## src/rtl/core/rsms_pkg.sv

```systemverilog
// ----------------------------------------------------------------------------
// rsms_pkg : shared types and tables for the rotary switch matrix scanner
// Row/column translation ROMs, default geometry and the stage structs.
// ----------------------------------------------------------------------------
package rsms_pkg;

	localparam int ROWS_DEF     = 16;
	localparam int LOG_COLS_DEF = 14;
	localparam int PHY_COLS_DEF = 16;

	// Fixed physical sizes of the matrix ports
	localparam int MAX_ROWS = 16;
	localparam int MAX_COLS = 16;

	localparam logic [7:0] MAP_BAD = 8'hFF;
	localparam logic [3:0] NO_POS  = 4'd15;

	typedef enum logic {
		REQ_SAMPLE = 1'b0,
		REQ_READ   = 1'b1
	} req_type_t;

	// physical row -> logical switch position
	localparam logic [7:0] ROW_MAP [MAX_ROWS] = '{
		8'hFF, 8'hFF, 8'd11, 8'd9,  8'd7,  8'd5, 8'd3, 8'd1,
		8'hFF, 8'd12, 8'd10, 8'd8,  8'd6,  8'd4, 8'd2, 8'd0
	};

	// physical column -> logical column
	localparam logic [7:0] COL_MAP [MAX_COLS] = '{
		8'd1,  8'd3,  8'd5,  8'd7,  8'd9,  8'd11, 8'd13, 8'hFF,
		8'hFF, 8'd12, 8'd10, 8'd8,  8'd6,  8'd4,  8'd2,  8'd0
	};

	// decoded sample, decode -> state update
	typedef struct packed {
		logic                sample;     // row sample (else read)
		logic                clr_hit;    // row 0: drop hit marks first
		logic                sweep_end;  // last row of the sweep
		logic [3:0]          pos;        // translated switch position
		logic [MAX_COLS-1:0] rec_mask;   // logical columns closed on this row
	} rsms_scan_t;

	typedef struct packed {
		logic       changed;
		logic       sweep_end;
		logic       pos_valid;
		logic [3:0] position;
	} rsms_result_t;

endpackage

```

## src/rtl/core/rsms_decode.sv

```systemverilog
// ----------------------------------------------------------------------------
// rsms_decode : row/column translation of one transaction
// Maps the driven row and the closed columns onto logical columns.
// ----------------------------------------------------------------------------
module rsms_decode #(
	parameter int ROWS             = rsms_pkg::ROWS_DEF,
	parameter int LOGICAL_COLUMNS  = rsms_pkg::LOG_COLS_DEF,
	parameter int PHYSICAL_COLUMNS = rsms_pkg::PHY_COLS_DEF
) (
	input  logic                  req_type,
	input  logic [3:0]            row_index,
	input  logic [15:0]           col_sample,
	output rsms_pkg::rsms_scan_t  scan
);
	import rsms_pkg::*;

	logic       sample;
	logic       row_ok;
	logic       pos_ok;
	logic [7:0] rpos;

	assign sample = (req_type == REQ_SAMPLE);
	assign row_ok = ({1'b0, row_index} < 5'(ROWS));
	assign rpos   = ROW_MAP[row_index];
	assign pos_ok = (rpos != MAP_BAD);

	always_comb begin
		scan           = '0;
		scan.sample    = sample;
		scan.clr_hit   = sample && (row_index == 4'd0);
		scan.sweep_end = sample && (row_index == 4'(ROWS - 1));
		scan.pos       = rpos[3:0];
		for (int i = 0; i < MAX_COLS; i++) begin
			for (int k = 0; k < MAX_COLS; k++) begin
				if (k < PHYSICAL_COLUMNS && i < LOGICAL_COLUMNS && COL_MAP[k] == 8'(i)) begin
					if (sample && row_ok && pos_ok && !col_sample[k])
						scan.rec_mask[i] = 1'b1;
				end
			end
		end
	end

endmodule

```

## src/rtl/core/rsms_state.sv

```systemverilog
// ----------------------------------------------------------------------------
// rsms_state : knob position / hit mark registers and their update
// Applies one decoded transaction and forms its result.
// ----------------------------------------------------------------------------
module rsms_state #(
	parameter int LOGICAL_COLUMNS = rsms_pkg::LOG_COLS_DEF
) (
	input  logic                   clk,
	input  logic                   arst_n,
	input  logic                   upd_en,
	input  rsms_pkg::rsms_scan_t   scan,
	input  logic [3:0]             read_column,
	output rsms_pkg::rsms_result_t res
);
	import rsms_pkg::*;

	logic [LOGICAL_COLUMNS-1:0][3:0] knob_q, knob_d;
	logic [LOGICAL_COLUMNS-1:0]      hit_q, hit_d;
	logic [LOGICAL_COLUMNS-1:0]      stale_ok;
	logic                            chg;
	logic [3:0]                      rd;

	always_comb begin
		chg    = 1'b0;
		knob_d = knob_q;
		for (int i = 0; i < LOGICAL_COLUMNS; i++) begin
			hit_d[i] = (scan.clr_hit ? 1'b0 : hit_q[i]) | scan.rec_mask[i];
			if (scan.rec_mask[i]) begin
				knob_d[i] = scan.pos;
				if (knob_q[i] != scan.pos)
					chg = 1'b1;
			end else if (scan.sweep_end && !hit_d[i]) begin
				knob_d[i] = NO_POS;
				if (knob_q[i] != NO_POS)
					chg = 1'b1;
			end
		end
	end

	// read port
	always_comb begin
		rd = NO_POS;
		for (int i = 0; i < LOGICAL_COLUMNS; i++) begin
			if (read_column == 4'(i))
				rd = knob_q[i];
		end
	end

	always_comb begin
		res.changed   = chg;
		res.sweep_end = scan.sweep_end;
		res.pos_valid = !scan.sample && (rd != NO_POS);
		res.position  = res.pos_valid ? rd : 4'd0;
	end

	always_ff @(posedge clk or negedge arst_n) begin
		if (!arst_n) begin
			for (int i = 0; i < LOGICAL_COLUMNS; i++)
				knob_q[i] <= NO_POS;
			hit_q <= '0;
		end else if (upd_en) begin
			knob_q <= knob_d;
			hit_q  <= hit_d;
		end
	end

	always_comb begin
		for (int i = 0; i < LOGICAL_COLUMNS; i++)
			stale_ok[i] = hit_q[i] || (knob_q[i] == NO_POS);
	end

	a_hold: assert property (@(posedge clk) disable iff (!arst_n)
		!upd_en |=> $stable(knob_q) && $stable(hit_q))
		else $error("state moved without a transaction");

	a_row0: assert property (@(posedge clk) disable iff (!arst_n)
		upd_en && scan.clr_hit && !scan.sweep_end
		|=> hit_q == $past(scan.rec_mask[LOGICAL_COLUMNS-1:0]))
		else $error("row 0 did not restart the hit marks");

	a_sweep: assert property (@(posedge clk) disable iff (!arst_n)
		upd_en && scan.sweep_end |=> &stale_ok)
		else $error("column not hit in sweep still holds a position");

	a_read: assert property (@(posedge clk) disable iff (!arst_n)
		!scan.sample |-> !res.changed && !res.sweep_end)
		else $error("read reported a change");

endmodule

```

## src/rtl/core/rotary_switch_matrix_scanner_top.sv

```systemverilog
// ----------------------------------------------------------------------------
// rotary_switch_matrix_scanner_top : rotary switch matrix scanner
// Tracks rotary switch positions from row samples of a 16x16 switch matrix
// and answers position reads, one result transaction per input transaction.
// ----------------------------------------------------------------------------
//
//  channel  handshake             payload
//  -------  --------------------  ------------------------------------------
//  input    in_valid / in_ready   req_type, row_index, col_sample, read_column
//  output   out_valid / out_ready changed, sweep_end, pos_valid, position
//
//  Two register stages: an input stage (_s1) and a result stage (_s2).
//  A result reaches the result stage when its transaction leaves the input
//  stage; one transaction per cycle is sustained while out_ready is high.
//  Decode, state update and read all happen in the same cycle, so state
//  written by one transaction is seen by the next one.
//  Reset (arst_n low) empties both stages, sets every knob to no position
//  and clears the hit marks.
//  A stalled output holds its result; the input stage keeps one more
//  transaction and in_ready drops only when both stages are full and
//  out_ready is low.
//
module rotary_switch_matrix_scanner_top #(
	parameter int ROWS             = rsms_pkg::ROWS_DEF,
	parameter int LOGICAL_COLUMNS  = rsms_pkg::LOG_COLS_DEF,
	parameter int PHYSICAL_COLUMNS = rsms_pkg::PHY_COLS_DEF
) (
	input  logic        clk,
	input  logic        arst_n,
	// input channel
	input  logic        in_valid,
	output logic        in_ready,
	input  logic        req_type,
	input  logic [3:0]  row_index,
	input  logic [15:0] col_sample,
	input  logic [3:0]  read_column,
	// output channel
	output logic        out_valid,
	input  logic        out_ready,
	output logic        changed,
	output logic        sweep_end,
	output logic        pos_valid,
	output logic [3:0]  position
);
	import rsms_pkg::*;

	// input stage
	logic        vld_s1;
	logic        req_s1;
	logic [3:0]  row_s1;
	logic [15:0] col_s1;
	logic [3:0]  rdcol_s1;

	// result stage
	logic         vld_s2;
	rsms_result_t res_s2;

	rsms_scan_t   scan;
	rsms_result_t res;
	logic         in_acc;
	logic         adv_s1;

	// s1 moves on whenever the result stage is empty or being drained
	assign adv_s1   = vld_s1 && (!vld_s2 || out_ready);
	assign in_ready = !vld_s1 || adv_s1;
	assign in_acc   = in_valid && in_ready;

	always_ff @(posedge clk or negedge arst_n) begin
		if (!arst_n) begin
			vld_s1 <= 1'b0;
		end else if (in_acc) begin
			vld_s1 <= 1'b1;
		end else if (adv_s1) begin
			vld_s1 <= 1'b0;
		end
	end

	always_ff @(posedge clk) begin
		if (in_acc) begin
			req_s1   <= req_type;
			row_s1   <= row_index;
			col_s1   <= col_sample;
			rdcol_s1 <= read_column;
		end
	end

	rsms_decode #(
		.ROWS             (ROWS),
		.LOGICAL_COLUMNS  (LOGICAL_COLUMNS),
		.PHYSICAL_COLUMNS (PHYSICAL_COLUMNS)
	) u_decode (
		.req_type   (req_s1),
		.row_index  (row_s1),
		.col_sample (col_s1),
		.scan       (scan)
	);

	// state commits exactly when the transaction moves into the result stage
	rsms_state #(
		.LOGICAL_COLUMNS (LOGICAL_COLUMNS)
	) u_state (
		.clk         (clk),
		.arst_n      (arst_n),
		.upd_en      (adv_s1),
		.scan        (scan),
		.read_column (rdcol_s1),
		.res         (res)
	);

	always_ff @(posedge clk or negedge arst_n) begin
		if (!arst_n) begin
			vld_s2 <= 1'b0;
		end else if (adv_s1) begin
			vld_s2 <= 1'b1;
		end else if (out_ready) begin
			vld_s2 <= 1'b0;
		end
	end

	always_ff @(posedge clk) begin
		if (adv_s1)
			res_s2 <= res;
	end

	assign out_valid = vld_s2;
	assign changed   = res_s2.changed;
	assign sweep_end = res_s2.sweep_end;
	assign pos_valid = res_s2.pos_valid;
	assign position  = res_s2.position;

	a_empty_ready: assert property (@(posedge clk) disable iff (!arst_n)
		!vld_s1 |-> in_ready)
		else $error("input stage empty but not ready");

	a_no_drop: assert property (@(posedge clk) disable iff (!arst_n)
		vld_s1 && vld_s2 && !out_ready |=> vld_s1 && vld_s2)
		else $error("transaction lost under output stall");

	a_fill: assert property (@(posedge clk) disable iff (!arst_n)
		adv_s1 |=> out_valid)
		else $error("advanced transaction did not reach the result stage");

endmodule
```

## config.mk

```make
export PLATFORM = sky130hd
export DESIGN_NAME = rotary_switch_matrix_scanner_top
export DESIGN_NICKNAME = d
export VERILOG_FILES = /design/src/rtl/core/rsms_pkg.sv /design/src/rtl/core/rsms_decode.sv /design/src/rtl/core/rsms_state.sv /design/src/rtl/core/rotary_switch_matrix_scanner_top.sv
export SDC_FILE = /design/constraint.sdc
export NUM_CORES = 1
export LEC_CHECK = 0
export ABC_CLOCK_PERIOD_IN_PS = 2500
export BUFFER_PORTS_ARGS = -buffer_cell sky130_fd_sc_hd__buf_2
export CORE_MARGIN = 8
export CORE_UTILIZATION = 38
export CTS_BUF_LIST = sky130_fd_sc_hd__clkbuf_4
export CTS_CLUSTER_SIZE = 24
export DETAILED_ROUTE_END_ITERATION = 6
export GPL_TIMING_DRIVEN = 0
export SYNTH_ARGS = -nofsm -noshare
export SYNTH_HDL_FRONTEND = slang
export SYNTH_SLANG_ARGS = --single-unit
```

## constraint.sdc

```tcl
create_clock -name clk -period 2.5 [get_ports clk]
set_clock_uncertainty 0.15 [all_clocks]
set_input_delay 0 -clock clk [delete_from_list [all_inputs] [get_ports clk]]
set_output_delay 0 -clock clk [all_outputs]
set_load 0.03 [all_outputs]
```

# After elaboration in Yosys (flattened, before gate mapping)
# Memories as Yosys holds them, arrays and structs flattened.
# Cells that the tools add are included.
# classes
order_cmp	1
muxes	132
n_eq_ne	44
reduce_logical	98
n_bitwise	16
# op_table
operator	n
2-to-1 mux 4 bit	42
2-to-1 mux 1 bit	88
!= test 4 bit, second input constant	15
!= test 4 bit	14
logical AND 1 bit	34
nonzero test 2 bit	16
zero test 1 bit	30
== test 4 bit, second input constant	7
AND reduction 2 bit	14
== test 4 x 3 -> 1 bit, second input constant	4
2-to-1 mux 8 bit	2
bitwise OR 1 bit	14
== test 4 x 2 -> 1 bit, second input constant	2
zero test 4 bit	2
!= test 8 bit, second input constant	1
>= comparator 5 bit, second input constant	1
inverter 4 -> 5 bit	1
== test 4 x 1 -> 1 bit, second input constant	1
logical OR 1 bit	2
inverter 1 bit	1
# word_totals
wordCells	317
n_memories	1
output_inout_bits	9
ff_bits	104
input_bits	29
romBits	128
# mem_list
name	depth	width	read_ports	rd_clocked_by_memory_dff	write_ports	line	rtl
(name not given)	16	8	1	0	0	rsms_decode.sv:24	assign rpos = ROW_MAP[row_index];

# Logic depth before layout (Yosys ltp)
# logic_depth
ltp_word	52
mapped_depth	9
mapped_depth_nobuf	6

# By module
# Synthesis repeated with hierarchy kept, for this count alone.
# hier_totals
hier_cells	580
hier_area_um2	5796.8
# by_module_without_submodules
mod	cells_per_inst	area_per_inst_um2	seq_area_each_um2	instances
rsms_state	509	4545.6	1821.7	1
rotary_switch_matrix_scanner_top	40	1064.8	1011.0	1
rsms_decode	31	186.4	0.0	1

# Worst setup path before layout
# Ideal clock, no wire load.
# synth_timing
path_kind	reg-to-reg
from	reg rdcol_s1[2]
to	reg res_s2, in the netlist pos_valid, data pin
required_ps	2091
n_path_buf	1
setup_time_ps	259
slack_ps	234
arrival_time_ps	1857
stages_incl_launch_ff	8
period_less_slack_ps	2266
path_cell_list	edfxtp_1 -> buf_6 -> and2b_4 -> a31oi_1 -> o221ai_1 -> a222oi_1 -> nand3_1 -> o31a_1
# synth_rtl
element	line	rtl
start, declared	rotary_switch_matrix_scanner_top.sv:52	logic [3:0] rdcol_s1;
start signal, assigned	rotary_switch_matrix_scanner_top.sv:83	rdcol_s1 <= read_column;
end signal, assigned	rotary_switch_matrix_scanner_top.sv:122	res_s2 <= res;
end, declared	rotary_switch_matrix_scanner_top.sv:56	rsms_result_t res_s2;

==> impl_metrics.ini <==
[floorplanning]
dieArea_mm2 = 0.0189
coreArea_mm2 = 0.0145
start_util_pct = 38.8
rows = 44
chipWidth_um = 138
ios = 38
die_h_um = 138

[run]
maxCapViolCount = 0

[critical_path]
cp-end-kind = flip-flop
crit_family = compound AO/OA/AOI/OAI gates
slowest_stage = o31ai_4
path_max_fanout = 5
cp-start-kind = flip-flop
required_ps = 2570
crit_buf_inv = 2
cp_slowest_stage_delay_ps = 480
cp.arrival_ps = 2750
crit_chain = buf_4 -> buf_2 -> o31ai_4 -> xnor2_1 -> nand4_1 -> a22oi_1 -> o211a_1 -> nand4_1
crit_top_cell = nand4_1
critPathKind = reg2reg

[final_layout]
drive_gt1_share_pct = 30.3
fin_nets = 675
fin_util_pct = 47.4
syn_to_final_growth_pct = 22.2

[sta]
max_freq_ghz = 0.374
tightest_slew_ps = 1240
setup_viol = 1
rsz0062_at_grt = yes
slew_headroom_pct = 17.0
hold_violations = 0
drv_slew = 0
fin_ws_ps = -174
setup-tns-final_ps = -174
finalCritPeriodShare_pct = 107
layout_min_cycle_time_ps = 2670
whs_ps = 51.2

[global_routing]
grt.overflow.total = 0
grtUsageTotal_pct = 19.8
grt_pass1_wl_um = 28200
grt_pass1_vias = 4842
antenna_found_initial = 1
grt_max_degree = 65

[clock_tree]
clock-sinks = 102
htreeDepth = 3
clock_latency_ps = 500
cts_max_path_buffers = 2
path_clk_slew_ps = 150
cts_root_buf = clkbuf_4
cts_tree = done
numCtsBuffers = 9

[pwr]
p_leak_nw = 2.62
finalPower_w = 0.00503
vdd_drop_max_v = 0.000271
p_per_area_mw_per_mm2 = 733

[synth]
synth_edf_count = 30
synth_flop_cell = dfstp_2
synth.yosys.seq_area_share_pct = 49.3
synth_top_area_share_pct = 26.2
synth_nets = 576
synth_async_sr_flop_share_pct = 70.6
synth_common_cells = dfstp_2, nor2_1, o22a_1
yosysWarnings = 0
post-synth-top-count-cell = dfstp_2
synth.largest_area_cell = dfstp_2
syn_area_mm2 = 0.00562
synth_seq_cells = 102
synthCells = 547
synth.distinct_cells = 68
synth_area_leaders = dfstp_2, edfxtp_1, dfrtp_1
synth_area_per_cell_um2 = 10.3

[outcome]
status = complete, but fails checks
violations = setup timing

[detailed_routing]
routed_via_density = 5.99
ant_nets = 0
dr.pass1.iters = 6
drc = 0
drt-total-wl_um = 18400
drt_iter0_drc = 466
avgRoutedWirePerCell_um = 22.0
vias = 5008

[hold_path]
hold_class = in2reg

[placement]
post-dp-hpwl_um = 12800
port-buffer-count = 35
routabilityCongestion = 0.956
-- worst register-to-register path, delay by kind of cell, from the launching register on --
| family | cells | cell delay, ps |
|---|---|---|
| flops | 1 | 430 |
| xor+xnor | 1 | 180 |
| simple gates | 2 | 210 |
| buf+inv | 2 | 320 |
| compound gates | 3 | 1110 |
-- where the power goes --
part           internal (W)  switching, W  total, W  leakage (nW)
clock network      0.000314      0.000561  0.000876        0.0766
logic              0.000705      0.000701   0.00141          1.50
registers           0.00227      0.000476   0.00275          1.03
total               0.00329       0.00174   0.00503          2.62
-- sequential cells by signal, summed over array words and instances (netlist names) --
signal and cells:
u_state.knob_q 56, col_s1 14, u_state.hit_q 14, position 4
rdcol_s1 4, row_s1 4, changed 1, out_valid 1
pos_valid 1, req_s1 1, sweep_end 1, vld_s1 1
-- logic make-up (layout without fill, tap and decap cells) --
| logic type | count (synthesis) | in the layout | synth area share (%) |
|---|---|---|---|
| other | 0 | 1 | 0 |
| AOI/OAI and AO/OA | 172 | 172 | 22.6 |
| and+or+nand+nor | 180 | 180 | 16.3 |
| muxes | 8 | 8 | 1.49 |
| DFF | 102 | 102 | 49.3 |
| buffers and inverters | 43 | 147 | 3.72 |
| xor gates and xnor gates | 42 | 42 | 6.55 |
-- final timing paths --
| kind | to | depth (start not counted) | slack [ps] | startpoint |
|---|---|---|---|---|
| max in group asynchronous | u_state.hit_q[0] | 4 | 270 | arst_n |
| hold / removal | rdcol_s1[3] | 2 | 50 | read_column[3] |
| setup / recovery | changed | 8 | -170 | row_s1[1] |
| min in group asynchronous | u_state.hit_q[12] | 3 | 540 | arst_n |
| hold reg to reg | u_state.hit_q[13] | 1 | 350 | u_state.hit_q[13] |
| setup reg to reg | changed | 8 | -170 | row_s1[1] |
-- cells in the final DEF, fill, tap and decap left out, types with 28 or more instances in the layout --
cell type | netlist | layout
buf_4 | 5 | 28
dlygate4sd3_1 | 0 | 29
edfxtp_1 | 30 | 30
a21oi_1 | 35 | 34
xnor2_1 | 32 | 31
nand2_1 | 36 | 35
dfstp_2 | 56 | 56
nor2_1 | 50 | 47
buf_2 | 17 | 44
o22a_1 | 42 | 42
-- per-layer routing --
layer,global-route usage [%],vias to the layer above,share of wire [%]
li1,-,2260,-
met1,27.2,2503,45
met2,30.6,206,47
met3,2.70,39,6.5
met4,8.21,0,2.4
met5,0,-,0
-- through the flow --
step	area, um2	setup slack, ps	std cells
finish	6860	-174	836
global route	6860	-214	836
detailed placement	6030	-612	766
global placement	6020	-595	766
floorplan	5620	234	547
CTS	6660	-162	826
-- cell type report --
class / count / area (um2)
fillers: 1367 / 7610
multi-input cells: 402 / 2810
flip-flops and latches: 102 / 2770
repair buffers: 90 / 668
well taps: 184 / 230
plain buffers: 30 / 208
clock buffers: 10 / 75.1
clock inverters: 6 / 61.3
inverters: 11 / 41.3
diodes: 1 / 2.50
-- repair_timing --
action,in CTS,in global routing
pin swaps,9,16
hold buffers,29,0
endpoints found under the hold margin,97,0
cloned,1,1
gates resized for setup,20,43
endpoints found under the setup margin,17,39
buffers inserted,15,9
Note: power is estimated with default switching activity, not from simulation.
